<file path="src/hdl/sch_ram.sv">
// Generic single-port-write, single-port-read RAM with registered read data.
`default_nettype none
module sch_ram #(
  parameter int Width = 8,
  parameter int Depth = 64
) (
  input wire logic clk,
  input wire logic wr_en,
  input wire logic [$clog2(Depth)-1:0] wr_addr,
  input wire logic [Width-1:0] wr_data,
  input wire logic [$clog2(Depth)-1:0] rd_addr,
  output logic [Width-1:0] rd_data
);
  logic [Width-1:0] mem [Depth];

  always_ff @(posedge clk) begin
    if (wr_en) begin
      mem[wr_addr] <= wr_data;
    end
    rd_data <= mem[rd_addr];
  end
endmodule
`default_nettype wire

</file>
<file path="config.mk">
export PLATFORM = sky130hd
export DESIGN_NAME = sch_ram
export DESIGN_NICKNAME = d
export VERILOG_FILES = /design/src/hdl/sch_ram.sv
export SDC_FILE = /design/constraint.sdc
export NUM_CORES = 1
export LEC_CHECK = 0
export BUFFER_PORTS_ARGS = -buffer_cell sky130_fd_sc_hd__buf_2
export CAP_MARGIN = 20
export CORE_MARGIN = 5
export CORE_UTILIZATION = 40
export DETAILED_ROUTE_END_ITERATION = 6
export SLEW_MARGIN = 20
export SYNTH_ARGS = -nofsm -noshare
export SYNTH_HDL_FRONTEND = slang
export SYNTH_SLANG_ARGS = --single-unit
export TNS_END_PERCENT = 100
</file>
<file path="constraint.sdc">
create_clock -name clk -period 4.9 [get_ports clk]
set_input_delay 0.49 -clock clk [delete_from_list [all_inputs] [get_ports clk]]
set_output_delay 0.49 -clock clk [all_outputs]
set_load 0.05 [all_outputs]
</file>
==> results of run 1 <==
[registers in the layout, indices dropped and copies added, names as in the netlist]
name / cells
mem: 512
rd_data: 8
[worst max-delay path: stages]
cell,delay (ps)
buf_4,430
buf_4,450
mux4_2,540
mux2_2,270
a221oi_1,720
o2bb2ai_1,180
[final cells by class]
type                            instances  share of cell area
Clock buffer                           67             0.06124
Timing Repair Buffer                   47             0.01539
Tap cell                              672             0.03708
Clock inverter                         24             0.01081
Sequential cell                       520              0.6851
Antenna cell                            1           0.0001104
Multi-Input combinational cell        369              0.1903
[metrics by stage]
stage	worst slack (ps)	area, um^2	total power [mW]	utilization	cells
after floorplan	2742	20170	5.318	-	940
after global placement	1517	21000	5.511	0.4202	1606
after detailed placement	1510	21040	5.520	0.4210	1608
after CTS	2134	22670	9.350	0.4537	1699
after global routing	2091	22670	9.566	0.4538	1699
final	2219	22680	9.276	0.4538	1700
[kinds of logic after synthesis]
logic type | count (synthesis)
AOI/OAI and AO/OA | 54
buffers and inverters | 51
and+or+nand+nor | 153
DFF | 520
muxes | 162
[path summary, 6_finish.rpt]
kind / cells past startpoint / endpoint / slack (ps)
max: 6 / rd_data[0] / 2220
min: 2 / mem[48][1] / 350
max reg2reg: 5 / rd_data[6] / 2560
min reg2reg: 4 / rd_data[2] / 860
[power by group]
part	leakage [nW]	switching [mW]	internal (mW)	total, mW
Clock	0.787	1.61	2.25	3.86
Sequential	4.67	0.0173	4.92	4.94
Combinational	1.50	0.307	0.169	0.476
[per-layer routing]
metal / global-route usage / routed length (um) / vias up
met4: 0.06915 / 1788 / 2
met5: 0 / 10 / -
met1: 0.2381 / 18870 / 5007
li1: - / - / 4025
met2: 0.2554 / 21490 / 333
met3: 0.03293 / 2923 / 100
[layout by cell type (no fill, tap or decap), drive strengths merged, types with 5 or more instances in the layout]
master  Yosys  final
dfxtp       8      8
o221ai      8      8
a221oi      6      6
bufinv      0      5
nor3        7      7
mux2i      23     23
edfxtp    512    512
mux4      126    126
clkinv      0     15
o22ai       8      8
mux2       13     13
nand3      13     13
nor2b      14     14
nor2       83     83
clkbuf     17     68
nand2      19     19
nand2b      7      7
buf        34     46
==> impl_metrics.tcl, run 1 <==
set metrics [dict create \
    hold_viol_final 0 \
    tightestPinTransition_ps 950.7 \
    grt_max_degree 65 \
    nNetsFinal 1010 \
    relSlewSlack 0.3639 \
    fin_hold_ws_ps 346.8 \
    synth_edf_count 512 \
    ir_worst_vdd_mv 0.2498 \
    seqCellArea_um2 15530 \
    syn_to_final_growth_pct 12.45 \
    worstSkewPairLatency_ps 590 \
    routedWlPerCell_um 26.52 \
    post_cts_buffers 0 \
    synth_cells 940 \
    core-area_um2 49970 \
    skew_ps 19.50 \
    tns_ps 0 \
    synthesis.nets 962 \
    vias 9467 \
    start_util 0.4036 \
    period_needed_ps 2681 \
    grt.total_usage 0.1671 \
    die-area_um2 55010 \
    synthTopCellsByCount "edfxtp_1, mux4_2, nor2_1" \
    synthAdderAreaFrac 0 \
    regToRegStartpoint "mem[29][6]" \
    cts_resized 0 \
    wirelength_um 45090 \
    gp_congestion 0.7845 \
    drive_above_1_share 0.2512 \
    maxCapViolations 0 \
    cts_tree "done" \
    synth.area.mux_share 0.1594 \
    synth_ff_type "edfxtp_1" \
    fmax_mhz 373.0 \
    viasPerCell 5.569 \
    cts.sinks 520 \
    fill_cells 4161 \
    ant_nets 0 \
    clk_pin_slew_ps 60 \
    crit_type "in2reg" \
    clockBufferDepth 3 \
    drt_iter0_drc 883 \
    synth_top_family_by_area "multiplexers" \
    synthSimpleGateAreaFrac 0.03388 \
    async_flop_share 0 \
    portBuffers 29 \
    power_leakage_nw 6.965 \
    crit_path_max_fanout 32 \
    h-tree-depth 2 \
    fin_crit_sh 0.5471 \
    setup_viol 0 \
    die_w_um 234.5 \
    end_kind "flip-flop" \
    cts_root_buffer "clkbuf_16" \
    grt_setup_unrepaired "false" \
    startpoint "rd_addr[1]" \
    fp.dieH_um 234.5 \
    drv_slew 0 \
    synth_most_common_cell "edfxtp_1" \
    place_hpwl_um 27260 \
    ctsHoldBuffers 0 \
    synth_top_area_share 0.7624 \
    drc 0 \
    antenna_found_initial 3 \
    syn_area_per_cell_um2 21.45 \
    cts_buffers 50 \
    worstPathArrival_ps 3110 \
    worstHoldStart "wr_addr[1]" \
    hold_class "in2reg" \
    grt.overflow.total 0 \
    num_rows 82 \
    status "finished clean" \
    required_ps 5330 \
    synth_xor_area_frac 0 \
    p_per_area_nw_per_um2 409.1 \
    ys_seq_elements 520 \
    ios 30 \
    synth_compound_area_frac 0.02072 \
    ys_seq_area_frac 0.7703 \
    first_pass_iters 6 \
    synth_warnings 0 \
    multi_input_area_um2 4315 \
    yosys.area.top_type "edfxtp_1" \
    synth.area.top_cells "edfxtp_1, mux4_2, nor2_1" \
    grt_pass1_vias 9636 \
    start_kind "input pin" \
    grt_pass1_wl_um 66640 \
    synth.distinct_cells 40 \
    netlist_area_um2 20170 \
]
No activity file was read; power rests on OpenSTA's default activity.
==> run 2, diff against run 1 <==
==> constraint.sdc (replaced) <==
create_clock -name clk -period 2.3 [get_ports clk]
set_input_delay 0.23 -clock clk [delete_from_list [all_inputs] [get_ports clk]]
set_output_delay 0.23 -clock clk [all_outputs]
set_load 0.05 [all_outputs]
==> impl_metrics.tcl, run 2 (synthesis results as in run 1) <==
set metrics [dict create \
    start_kind "flip-flop" \
    first_pass_iters 5 \
    cts_resized 0 \
    crit_family "multiplexers" \
    syn_to_final_growth_pct 17.95 \
    routedWlPerCell_um 25.22 \
    crit_chain "mux4_2 > mux2_2 > o221a_2 > nor3_1 > o32ai_1" \
    fin_area_um2 23790 \
    hold_depth 1 \
    skew_ps 14.27 \
    crit_slowest_cell "mux4_2" \
    crit_type "reg2reg" \
    fmax_mhz 489.8 \
    tns_ps 0 \
    intPower_mw 16.12 \
    nNetsFinal 1134 \
    hold_end "mem[49][5]" \
    end_kind "flip-flop" \
    power_leakage_nw 7.690 \
    viasPerCell 5.397 \
    place_hpwl_um 30280 \
    combPwrFrac 0.055 \
    core-area_um2 49970 \
    dp.cells 1731 \
    final_core_util 0.4761 \
    grt_pass1_vias 10300 \
    layout_commonest_cell "edfxtp_1" \
    regToRegSetupSlack_ps 260 \
    pwr-share-seq 0.519 \
    ios 30 \
    cts_buffers 51 \
    largest_register_ffs 512 \
    regToRegStartpoint "mem[21][6]" \
    die_w_um 234.5 \
    grt_pass1_wl_um 68590 \
    ctsHoldBuffers 0 \
    reg2reg_to "rd_data[6]" \
    worstPathArrival_ps 2500 \
    fin_crit_sh 0.8877 \
    place_area_um2 22050 \
    maxCapViolations 0 \
    crit_buf_inv 0 \
    grt_max_degree 65 \
    tightestPinTransition_ps 748.5 \
    setup_ws_ps 258.3 \
    hold_class "in2reg" \
    top_regs "mem (512), rd_data (8)" \
    ir_worst_vdd_mv 0.4884 \
    ant_nets 0 \
    p_switching_mw 4.142 \
    cts_tree "done" \
    largest_register "mem" \
    die-area_um2 55010 \
    cts.sinks 520 \
    final_cells 1825 \
    crit_path_max_fanout 1 \
    start_util 0.4036 \
    grt.overflow.total 0 \
    vias 9850 \
    clk_pin_slew_ps 60 \
    fp.dieH_um 234.5 \
    required_ps 2760 \
    period_needed_ps 2042 \
    clockBufferDepth 3 \
    setup_viol 0 \
    relSlewSlack 0.5010 \
    drive_above_1_share 0.3348 \
    hold_viol_final 0 \
    swShare 0.2044 \
    drc 0 \
    worstSkewPairLatency_ps 580 \
    drv_slew 0 \
    p_per_area_nw_per_um2 851.8 \
    critPathMaxStageDelay_ps 480 \
    portBuffers 29 \
    status "finished clean" \
    post_cts_buffers 0 \
    r2r_cells 5 \
    fill_cells 4083 \
    worstHoldStart "wr_data[5]" \
    num_rows 82 \
    clkPwrFrac 0.425 \
    gp_congestion 0.8075 \
    cts_root_buffer "clkbuf_16" \
    grt_setup_unrepaired "false" \
    drt_iter0_drc 815 \
    grt.total_usage 0.1718 \
    wirelength_um 46030 \
    h-tree-depth 2 \
    mostFrequentLayoutCells "edfxtp_1, buf_4, mux4_2" \
    place_ws_ps -131.4 \
    antenna_found_initial 2 \
    num_antenna_cells 0 \
]
run 2: changes by cell type in the layout (fill, tap and decap cells not counted), sizes merged:
| cell | delta |
|---|---|
| clkinv | +7 |
| clkinvlp | -1 |
| buf | +123 |
| diode | -1 |
| bufinv | +4 |
| clkbuf | -7 |
run 2: how the worst max path moves through the flow:
stage,cells after the start,start,endpoint,slack [ps]
CTS,5,mem[21][6],rd_data[6],220
floorplan,7,rd_addr[1],rd_data[3],400
detailed placement,7,rd_addr[0],rd_data[3],-130
global placement,7,rd_addr[0],rd_data[3],-140
global route,5,mem[3][3],rd_data[3],180
finish,5,mem[21][6],rd_data[6],260
run 2: power groups by stage:
| stage | Combinational [mW] | Sequential, mW | Clock (mW) |
|---|---|---|---|
| 3_5_place_dp | 1.13 | 10.7 | 0 |
| 4_1_cts | 1.14 | 10.5 | 8.82 |
| 2_1_floorplan | 0.559 | 10.8 | 0 |
| 3_3_place_gp | 1.12 | 10.7 | 0 |
| 5_1_grt | 1.19 | 10.5 | 9.21 |
| 6_report | 1.12 | 10.5 | 8.62 |
run 2: area by class of cell:
| type | instances | area (um^2) | share of cell area |
|---|---|---|---|
| Clock inverter | 34 | 387.9 | 0.01631 |
| Clock buffer | 60 | 1353 | 0.05686 |
| Timing Repair Buffer | 170 | 1355 | 0.05697 |
| Multi-Input combinational cell | 369 | 4315 | 0.1814 |
| Sequential cell | 520 | 15530 | 0.6531 |
| Tap cell | 672 | 840.8 | 0.03535 |
run 2: per-stage QoR:
stage / hold WS [ps] / power (mW)
floorplan: 328.9 / 11.33
global placement: 670.7 / 11.85
detailed placement: 686.8 / 11.86
CTS: 52.81 / 20.48
global route: 78.49 / 20.93
finish: 86.62 / 20.26
run 2: layer usage:
metal | part of all wire | up-vias | global-route usage
met5 | 0.00061 | - | 0
met4 | 0.035 | 4 | 0.06769
met3 | 0.059 | 87 | 0.02846
met2 | 0.49 | 287 | 0.2821
met1 | 0.41 | 5196 | 0.2322
li1 | - | 4276 | -
==> run 3, diff against run 2 <==
==> constraint.sdc (replaced) <==
create_clock -name clk -period 1.8 [get_ports clk]
set_input_delay 0.18 -clock clk [delete_from_list [all_inputs] [get_ports clk]]
set_output_delay 0.18 -clock clk [all_outputs]
set_load 0.05 [all_outputs]
==> impl_metrics.tcl, run 3 (synthesis results as in run 1) <==
set metrics [dict create \
    num_rows 82 \
    crit_slowest_cell "mux4_2" \
    grt_pass1_vias 10450 \
    drc 0 \
    tns_ps -211.8 \
    setup_viol 3 \
    ctsHoldBuffers 0 \
    clockBufferDepth 3 \
    largest_register "mem" \
    fill_cells 4095 \
    crit_chain "mux4_2 > mux2_4 > o221a_4 > nor3_2 > buf_4 > o32ai_1" \
    setup_ws_ps -109.4 \
    nNetsFinal 1148 \
    final_core_util 0.4781 \
    power_mw 25.23 \
    place_hpwl_um 29730 \
    h-tree-depth 2 \
    violations "negative setup slack" \
    vias 10030 \
    period_needed_ps 1909 \
    grt_max_degree 65 \
    mostFrequentLayoutCells "edfxtp_1, buf_4, mux4_2" \
    cts_tree "done" \
    drive_above_1_share 0.3496 \
    worstPathArrival_ps 2350 \
    required_ps 2240 \
    wl_met1_um 19820 \
    syn_to_final_growth_pct 18.46 \
    power_leakage_nw 7.740 \
    die_w_um 234.5 \
    ant_nets 0 \
    crit_type "reg2reg" \
    antenna_found_initial 1 \
    fmax_mhz 523.7 \
    largest_register_ffs 512 \
    place_area_um2 22180 \
    start_kind "flip-flop" \
    cts_root_buffer "clkbuf_16" \
    worstSkewPairLatency_ps 580 \
    maxCapViolations 0 \
    drv_slew 0 \
    num_antenna_cells 0 \
    gp_congestion 0.8271 \
    viasPerCell 5.455 \
    ir_worst_vdd_mv 0.6613 \
    grt_pass1_wl_um 69170 \
    fin_area_um2 23890 \
    crit_path_max_fanout 1 \
    highest_layer "met5" \
    end_kind "flip-flop" \
    status "complete, but fails checks" \
    top_regs "mem (512), rd_data (8)" \
    place_ws_ps -434.0 \
    layout_commonest_cell "edfxtp_1" \
    skew_ps 13.71 \
    cts_buffers 52 \
    drt_iter0_drc 966 \
    portBuffers 29 \
    fp.dieH_um 234.5 \
    hold_viol_final 0 \
    ios 30 \
    fin_crit_sh 1.061 \
    p_per_area_nw_per_um2 1056 \
    critPathMaxStageDelay_ps 500 \
    clk_pin_slew_ps 60 \
    grt.overflow.total 0 \
    first_pass_iters 5 \
    dr_wl_met2_um 22550 \
    core-area_um2 49970 \
    post_cts_buffers 0 \
    grt_setup_unrepaired "true" \
    routedWlPerCell_um 25.22 \
    grt.total_usage 0.1716 \
    start_util 0.4036 \
    wl_met3_um 2798 \
    die-area_um2 55010 \
    relSlewSlack 0.5118 \
    wirelength_um 46380 \
    tightestPinTransition_ps 732.3 \
    hold_class "in2reg" \
    cts.sinks 520 \
]
## run 3: cell count changes in the layout (fill, tap and decap cells not counted), moves of 3 or more
cell / delta
a221oi_1: -3
a221oi_2: +3
buf_12: +3
buf_4: +11
bufinv_16: -6
clkbuf_1: +8
clkbuf_8: +3
clkinv_1: -4
mux2_2: -3
mux2_4: +3
## run 3: worst paths after layout
| path | from | end | slack [ps] | cells past startpoint |
|---|---|---|---|---|
| worst max-delay path | mem[28][4] | rd_data[4] | -110 | 6 |
| worst min-delay path | rd_addr[5] | rd_data[1] | 60 | 3 |
| worst max register to register | mem[28][4] | rd_data[4] | -110 | 6 |
| worst min register to register | mem[31][4] | rd_data[4] | 860 | 3 |
## run 3: power by group
group          switching (mW)  internal [mW]
registers              0.0448           13.4
clock network            4.36           5.95
logic                   0.883          0.601
## run 3: timing repair
item	4_1_cts	5_1_grt
pin swaps	3	4
endpoints found under the setup margin	6	7
gates resized for setup	11	8
hold endpoints to repair	0	0
## run 3: area by class of cell
type | count | area [um^2] | share of cell area
clock inverter | 24 | 192.7 | 0.008066
clock buffer | 71 | 1424 | 0.05960
multi-input combinational | 369 | 4404 | 0.1844
sequential | 520 | 15530 | 0.6503
timing repair buffer | 183 | 1493 | 0.06248
tap | 672 | 840.8 | 0.03520
## run 3: layer usage
metal | vias up | global-route usage
met4 | 2 | 0.04908
li1 | 4308 | -
met1 | 5343 | 0.2411
met5 | - | 0
met3 | 82 | 0.03425
met2 | 297 | 0.2765
## run 3: stage by stage
step,cells,hold slack (ps)
finish,1839,62.07
global placement,1744,650.1
global route,1839,65.72
floorplan,940,278.9
CTS,1839,33.40
detailed placement,1744,648.7
## run 3: worst max-delay path: cells and delay by family, from the launching register on
| kind | cells | cell delay [ps] |
|---|---|---|
| buffers and inverters | 1 | 140 |
| and+or+nand+nor | 1 | 150 |
| AOI/OAI and AO/OA | 2 | 340 |
| muxes | 2 | 780 |
| DFF | 1 | 370 |
