$ cat src/hdl/sch_pkg.sv
// Shared types and constants for the swept circle closest-hit block.
`default_nettype none
package sch_pkg;
  localparam int CoordW = 20;
  localparam int RadW = 16;
  localparam int KindW = 3;
  localparam int IdxW = 6;
  localparam int DeltaW = CoordW + 1;
  localparam int DenW = 2 * DeltaW + 1;
  localparam int SqW = 2 * DeltaW + 1;
  localparam int NumW = 2 * (CoordW + 2) + 1;
  localparam int EntryW = 2 * CoordW + RadW + KindW + 1;
  localparam int DivSteps = DeltaW;
  localparam int DivCntW = $clog2(DivSteps + 1);

  localparam logic FuncWrite = 1'b0;
  localparam logic FuncQuery = 1'b1;

  typedef enum logic [2:0] {
    ST_CLEAR,
    ST_IDLE,
    ST_PREP,
    ST_ISSUE,
    ST_LOAD,
    ST_CLASS,
    ST_DIV,
    ST_EVAL
  } sch_state_t;

  typedef struct packed {
    logic signed [CoordW-1:0] x;
    logic signed [CoordW-1:0] y;
    logic [RadW-1:0] radius;
    logic [KindW-1:0] kind;
    logic valid;
  } sch_entry_t;
endpackage
`default_nettype wire

$ cat src/hdl/sch_div.sv
// Serial multiply-divide unit giving round(mag * num / den), one magnitude bit per cycle.
`default_nettype none
module sch_div (
  input wire logic clk,
  input wire logic rst,
  input wire logic start,
  input wire logic [sch_pkg::DeltaW-1:0] mag,
  input wire logic [sch_pkg::DenW-1:0] num,
  input wire logic [sch_pkg::DenW-1:0] den,
  output logic busy,
  output logic [sch_pkg::DeltaW-1:0] quotient
);
  import sch_pkg::*;

  logic [DeltaW-1:0] bits;
  logic [DeltaW-1:0] quo;
  logic [DenW-1:0] rem;
  logic [DenW-1:0] num_r;
  logic [DenW-1:0] den_r;
  logic [DivCntW-1:0] count;
  logic [DenW+1:0] acc;
  logic [DenW+1:0] acc_1;
  logic [DenW+1:0] acc_2;
  logic round_up;

  // The remainder stays below den, so one step adds at most two to the quotient.
  assign acc = {1'b0, rem, 1'b0} + (bits[DeltaW-1] ? {2'b00, num_r} : '0);
  assign acc_1 = acc - {2'b00, den_r};
  assign acc_2 = acc - {1'b0, den_r, 1'b0};
  assign round_up = {rem, 1'b0} >= {1'b0, den_r};
  assign quotient = quo + {{(DeltaW-1){1'b0}}, round_up};

  always_ff @(posedge clk) begin
    if (rst) begin
      busy <= 1'b0;
      count <= '0;
      bits <= '0;
      quo <= '0;
      rem <= '0;
      num_r <= '0;
      den_r <= '0;
    end else if (start) begin
      busy <= 1'b1;
      count <= DivCntW'(DivSteps);
      bits <= mag;
      quo <= '0;
      rem <= '0;
      num_r <= num;
      den_r <= den;
    end else if (busy) begin
      bits <= {bits[DeltaW-2:0], 1'b0};
      if (!acc_2[DenW+1]) begin
        rem <= acc_2[DenW-1:0];
        quo <= {quo[DeltaW-2:0], 1'b0} + DeltaW'(2);
      end else if (!acc_1[DenW+1]) begin
        rem <= acc_1[DenW-1:0];
        quo <= {quo[DeltaW-2:0], 1'b1};
      end else begin
        rem <= acc[DenW-1:0];
        quo <= {quo[DeltaW-2:0], 1'b0};
      end
      count <= count - 1'b1;
      if (count == DivCntW'(1)) begin
        busy <= 1'b0;
      end
    end
  end
endmodule
`default_nettype wire

$ cat config.mk
export PLATFORM = sky130hd
export DESIGN_NAME = sch_div
export DESIGN_NICKNAME = d
export VERILOG_FILES = /design/src/hdl/sch_pkg.sv /design/src/hdl/sch_div.sv
export SDC_FILE = /design/constraint.sdc
export NUM_CORES = 1
export LEC_CHECK = 0
export BUFFER_PORTS_ARGS = -buffer_cell sky130_fd_sc_hd__buf_2
export CORE_MARGIN = 4
export CORE_UTILIZATION = 40
export DETAILED_ROUTE_END_ITERATION = 10
export HOLD_SLACK_MARGIN = 0.08
export PLACE_DENSITY_LB_ADDON = 0.15
export SYNTH_ARGS = -nofsm -noshare
export SYNTH_HDL_FRONTEND = slang
export SYNTH_SLANG_ARGS = --single-unit
$ cat constraint.sdc
create_clock -name clk -period 6.2 [get_ports clk]
set_input_delay 0.93 -clock clk [delete_from_list [all_inputs] [get_ports clk]]
set_output_delay 0.93 -clock clk [all_outputs]
set_load 0.01 [all_outputs]
==> results by group, run 1 <==
Cells and area
  • Antenna cells: 0
  • Share of layout cells above drive strength 1: 0.142
  • Syn-to-layout area delta: 14.2%
  • Post-layout util: 0.466
  • Nets: 2325
  • Cell area after layout: 17700 um^2
  • Finished Layout Cells: 2560

Worst setup path
  • Worst Path Arrival: 6.30 ns
  • CP peak stage delay: 0.41 ns
  • CP max-delay cell: fa_1
  • Crit-path max FO: 15
  • Critical path required time: 6.54 ns
  • CP startpoint kind: register
  • Crit end category: register
  • Critical path type: reg -> reg

Global route
  • First-pass GRT wire length: 74.4 mm
  • Largest net degree at the start of global routing: 71
  • Vias in the first global route: 13945
  • Initial antenna violation count: 1
  • GRT Total Usage: 0.221
  • Grt ovf: 0

Timing
  • Clock Skew: 0.0171 ns
  • Slew at the pin with the worst max-slew slack: 0.945 ns
  • Pins Over Slew Limit: 0
  • Crit share post-route: 0.960
  • Fin. Hold Viols: 0
  • Worst slew margin: 0.370
  • Final setup fails: 0
  • Final Hold Slack: 0.486 ns
  • Final Critical Period: 5.95 ns
  • Peak Freq: 168 MHz

Synth
  • Most frequent cells after synthesis: 228 x nor2_1, 177 x dfxtp_1, 175 x ha_1, 165 x a21oi_1, 135 x mux2i_1
  • Largest area contributor in the netlist: dfxtp_1
  • Ys async rst share: 0
  • Dominant cell by count in the synthesized netlist: nor2_1
  • Synth area leaders: dfxtp_1 23%, ha_1 14%, mux2i_1 8.7%
  • Post-synth net total: 2208
  • Ys flop type: dfxtp_1
  • Post-Syn Instances: 1920
  • Number of synthesized flops with an enable pin: 0
  • Yosys cell types: 85
  • Synthesized area per cell: 8.06 um^2
  • Post-synth top area share: 0.229
  • Post-Synthesis Cell Area: 15500 um^2
  • Sequential share of the synthesized area: 0.229
  • Synth Register Bits: 177
  • Synth warn: 0

Power
  • Leak: 8.06 nW
  • Total power draw: 5.01 mW
  • PD cells: 283 nW/um^2
  • Peak VDD IR: 200 uV

Detailed routing
  • Vias per cell: 5.58
  • Antenna-violating nets left: 0
  • Post-detailed-route wirelength per cell: 18.4 um
  • DR vias: 14286
  • Routed WL: 47.1 mm
  • DRT Pass-1 Iters: 5
  • First DRT Iteration DRCs: 829
  • Total DRC errors in the routed layout: 0

Placed design
  • Dpl cells: 2527
  • RePlAce Congestion: 0.939
  • # port buffers: 131
  • Placed cell areas: 16900 um^2
  • HPWL Detailed: 37.3 mm

Clock network
  • H-Tree Level Count: 4
  • Clock Latency Late Sink: 0.46 ns
  • Clk buf depth: 2
  • CTS clk-pin slew, worst paths: 0.08 ns
  • Clock Sinks: 177
  • Clock root buffer: clkbuf_16
  • Hold_buf cts: 0
  • CTS Buf Count: 17
  • CTS tree: built

Run
  • Max Cap Viol: 0

Floorplan
  • Die area: 41900 um^2
  • Die H: 205 um
  • Ports: 132
  • Die width: 205 um
  • Starting density of the core: 0.408
  • Row Count: 71
  • Placeable Area: 37900 um^2

Worst hold path
  • Worst hold path type: reg -> reg

Outcome
  • Status: completed
[per-stage QoR]
| step | TNS (ns) | setup slack, ns |
|---|---|---|
| detailed placement | 0 | 0.0188 |
| CTS | 0 | 0.0229 |
| finish | 0 | 0.245 |
| floorplan | 0 | 0.455 |
| global route | -0.0747 | -0.0272 |
| global placement | 0 | 0.118 |
[path summary, 6_finish.rpt]
kind / from / endpoint / slack [ns] / cells past startpoint
setup / recovery: bits[20]$_SDFFE_PP0P_ / rem[21]$_SDFFE_PP0P_ / 0.25 / 27
hold reg to reg: num_r[1]$_SDFFE_PP0P_ / num_r[1]$_SDFFE_PP0P_ / 0.49 / 2
setup reg to reg: bits[20]$_SDFFE_PP0P_ / rem[21]$_SDFFE_PP0P_ / 0.25 / 27
hold / removal: num_r[1]$_SDFFE_PP0P_ / num_r[1]$_SDFFE_PP0P_ / 0.49 / 2
[cell type report]
type	count	area [um^2]
clock inverter	11	105
multi-input combinational	1572	11500
tap	511	639
inverter	84	315
fill	3808	20300
timing repair buffer	185	1140
clock buffer	20	447
sequential	177	3550
[flip-flops by register name (all words and copies together), names as in the netlist]
register	flops
bits	21
num_r	43
rem	43
count	5
den_r	43
quo	21
busy	1
[layout by cell type (no fill, tap or decap), types with 20 or more instances in the layout]
| cell | netlist | final |
|---|---|---|
| o21a_1 | 31 | 31 |
| dfxtp_1 | 177 | 175 |
| o21ai_0 | 100 | 99 |
| o21bai_1 | 23 | 22 |
| xnor2_1 | 100 | 93 |
| a211oi_1 | 26 | 25 |
| nor2_1 | 228 | 226 |
| nand2_1 | 94 | 94 |
| nor3_1 | 22 | 20 |
| and2_1 | 49 | 48 |
| nor2b_1 | 24 | 23 |
| nand4_1 | 26 | 26 |
| xor2_1 | 56 | 55 |
| nand3_1 | 37 | 37 |
| ha_1 | 175 | 169 |
| inv_1 | 84 | 84 |
| buf_2 | 9 | 129 |
| a21o_1 | 57 | 57 |
| a22oi_1 | 30 | 30 |
| a21oi_1 | 165 | 161 |
| mux2i_1 | 135 | 135 |
| buf_4 | 0 | 49 |
[cell families after synthesis]
family | after synthesis | share of synthesized area
adders and majority gates | 178 | 0.145
muxes | 137 | 0.0888
buffers and inverters | 171 | 0.0437
DFF | 177 | 0.229
AOI/OAI and AO/OA | 557 | 0.236
and+or+nand+nor | 544 | 0.169
xor gates and xnor gates | 156 | 0.0883
[layer usage]
layer | track usage | part of all wire | vias up
met5 | 0 | 0 | -
met2 | 0.353 | 0.45 | 331
li1 | - | - | 7161
met4 | 0.0534 | 0.019 | 0
met3 | 0.0464 | 0.055 | 57
met1 | 0.306 | 0.47 | 6737
[power breakdown]
group | leakage (nW) | internal, mW | switching [mW]
Combinational | 6.35 | 1.14 | 1.49
Clock | 0.259 | 0.564 | 0.510
Sequential | 1.45 | 1.22 | 0.0885
Total | 8.06 | 2.92 | 2.09
[timing repair]
action,4_1_cts,5_1_grt
buffers inserted,0,2
endpoints found under the setup margin,5,64
pin swaps,0,4
gates resized for setup,1,41
[critical path: cells and delay by family, from the launching register on]
family | cells | cell delay (ns)
AO/OA/AOI/OAI | 13 | 2.57
XOR/XNOR | 2 | 0.44
adder cells (fa/ha/maj) | 3 | 0.96
buffers and inverters | 5 | 0.67
flip-flops | 1 | 0.36
AND/OR/NAND/NOR | 4 | 0.77
No activity file was read; power rests on OpenSTA's default activity.
==> run 2: changes to the inputs <==
ABC_AREA = 1   (was not set)
MAX_ROUTING_LAYER = met4   (was not set)
SKIP_CTS_REPAIR_TIMING = 1   (was not set)
==> run 2 against run 1 <==
Effect of this change:
- final area is 13% higher
- sequential share of layout area decreased by 2.4 points
- global-route usage rose by 7.0 points
- power decreased by 4.4%
- clock skew shrank 0.0030 ns
- critical path depth decreased by 9
- sequential power about the same
- worst setup slack got worse by 0.20 ns
- combinational power decreased by 12%
- synthesized cell count up 54%
==> results by group, run 2 <==
Global route
  • Vias in the first global route: 19116
  • GRT Total Usage: 0.290
  • First-pass GRT wire length: 109 mm
  • Grt ovf: 0
  • Largest net degree at the start of global routing: 93
  • Initial antenna violation count: 0

Timing
  • Setup TNS: 0 ns
  • Crit share post-route: 0.993
  • Pins Over Slew Limit: 0
  • RSZ-0062 raised after global routing: no
  • Final setup fails: 0
  • Slew at the pin with the worst max-slew slack: 1.03 ns
  • Peak Freq: 162 MHz
  • Final Critical Period: 6.15 ns
  • Clock Skew: 0.0141 ns
  • Worst slew margin: 0.305
  • Fin. Hold Viols: 0

Synth
  • Post-Synthesis Cell Area: 18200 um^2
  • Largest area contributor in the netlist: dfxtp_1
  • Synth Register Bits: 177
  • Sequential share of the synthesized area: 0.195
  • Synthesized area per cell: 6.14 um^2
  • Post-Syn Instances: 2959
  • Most frequent cells after synthesis: 589 x nand2_1, 447 x inv_1, 343 x nor2_1, 267 x a21oi_1, 253 x o21ai_0
  • Ys flop type: dfxtp_1
  • Ys async rst share: 0
  • Synth warn: 0
  • Post-synth top area share: 0.195
  • Dominant cell by count in the synthesized netlist: nand2_1
  • Yosys cell types: 49
  • Post-synth net total: 3247
  • Synth area leaders: dfxtp_1 20%, nand2_1 12%, ha_1 12%
  • Number of synthesized flops with an enable pin: 0

Clock network
  • CTS Buf Count: 17
  • H-Tree Level Count: 4
  • Clk buf depth: 2
  • Clock Latency Late Sink: 0.52 ns
  • CTS tree: built
  • Clock root buffer: clkbuf_16
  • Clock Sinks: 177
  • CTS clk-pin slew, worst paths: 0.08 ns

Placed design
  • # port buffers: 131
  • RePlAce Congestion: 1.02
  • Dpl cells: 3620
  • HPWL Detailed: 58.6 mm

Worst setup path
  • Worst path cell trace: inv_1 -> ha_1 -> inv_1 -> nor2_1 -> nand3_1 -> nor4_1 -> nand4_1 -> nand3_1 -> ha_1 -> ha_1 -> nand3_1 -> nor2_1 -> inv_1 -> nor4_2 -> nand2_1 -> nor4_1 -> xor2_1 -> buf_2
  • Crit end category: output pin
  • Crit-path max FO: 4
  • Worst Path Arrival: 5.22 ns
  • CP top delay family: simple AND/OR/NAND/NOR gates
  • WP buf/inv: 4
  • CP max-delay cell: nor4_1
  • Critical path required time: 5.27 ns
  • CP startpoint kind: register
  • Critical path type: reg -> out
  • CP peak stage delay: 0.88 ns

Floorplan
  • Die area: 48900 um^2
  • Placeable Area: 44600 um^2
  • Die width: 221 um
  • Row Count: 77
  • Ports: 132
  • Die H: 221 um
  • Starting density of the core: 0.407

Cells and area
  • Largest registers: den_r x43, num_r x43, rem x43
  • Nets: 3335
  • Share of layout cells above drive strength 1: 0.0873
  • Antenna cells: 0
  • Commonest non-fill, non-tap cells in the layout: 589 x nand2_1, 446 x inv_1, 342 x nor2_1
  • Finished Layout Cells: 3652
  • Syn-to-layout area delta: 10.3%
  • Leading cell type in the layout, fill and taps excluded: nand2_1

Power
  • PD cells: 239 nW/um^2
  • Peak VDD IR: 176 uV
  • Total power draw: 4.79 mW
  • Leak: 10.3 nW

Detailed routing
  • First DRT Iteration DRCs: 1812
  • Post-detailed-route wirelength per cell: 19.5 um
  • DRT Pass-1 Iters: 6
  • Antenna-violating nets left: 0
  • DR vias: 20116
  • Routed WL: 71.3 mm
  • Total DRC errors in the routed layout: 0
  • Vias per cell: 5.51

Run
  • Max Cap Viol: 0

Worst hold path
  • Worst hold path type: reg -> reg

Outcome
  • Status: completed
## run 2: changes by cell type after synthesis, sizes merged, moves of 28 or more
cell | before | now
nand2 | 95 | 607
inv | 84 | 454
o21ai | 116 | 276
mux2i | 135 | 0
nor2 | 229 | 357
nand3 | 38 | 162
a21oi | 169 | 276
xnor2 | 100 | 37
and2 | 49 | 3
xor2 | 56 | 96
a21o | 57 | 18
a22oi | 30 | 0
nor3 | 22 | 50
## run 2: cells by family after synthesis
family | Yosys count | share of synthesized area
simple gates | 1237 | 0.288
compound gates | 685 | 0.210
buf+inv | 549 | 0.119
fa+ha+maj | 178 | 0.124
flops | 177 | 0.195
xor+xnor | 133 | 0.0645
## run 2: worst min-delay path, cell delays in order (launching register included)
cell     delay [ns]
dfxtp_1        0.30
inv_1          0.07
a31oi_1        0.08
## run 2: per-layer routing
metal	GRT usage	vias up	wire length (um)	part of all wire
met3	0.0500	125	5250	0.074
met5	-	-	0	0
met2	0.441	748	31000	0.44
met1	0.391	9383	32500	0.46
met4	0.101	0	2570	0.036
li1	-	9860	-	-
## run 2: metrics by stage
stage	hold WS [ns]	setup WS, ns	utilization	area, um^2
finish	0.489	0.0454	0.449	20000
global route	0.501	0.00523	0.449	20000
CTS	0.490	0.313	0.449	20000
detailed placement	0.480	0.662	0.435	19400
global placement	0.472	0.766	0.435	19400
floorplan	0.446	1.68	-	18200
## run 2: final timing paths
kind                          startpoint              endpoint  slack (ns)  depth (start not counted)
setup reg to reg   bits[20]$_SDFFE_PP0P_  rem[41]$_SDFFE_PP0P_        0.58                         25
hold / removal      bits[1]$_SDFFE_PP0P_  bits[2]$_SDFFE_PP0P_        0.49                          2
hold reg to reg     bits[1]$_SDFFE_PP0P_  bits[2]$_SDFFE_PP0P_        0.49                          2
setup / recovery  den_r[42]$_SDFFE_PP0P_          quotient[20]        0.05                         18
## run 2: layout make-up
cell class / instances / area [um^2]
clock buffer: 17 / 425
timing repair buffer: 160 / 936
fill: 4869 / 24600
tap: 592 / 741
sequential: 177 / 3550
clock inverter: 15 / 204
multi-input combinational: 2233 / 12500
inverter: 458 / 1720
## run 2: report_power, final
| part | internal (mW) | switching [mW] |
|---|---|---|
| combinational | 0.740 | 1.57 |
| sequential | 1.21 | 0.0744 |
| clock | 0.556 | 0.641 |
| total | 2.51 | 2.28 |
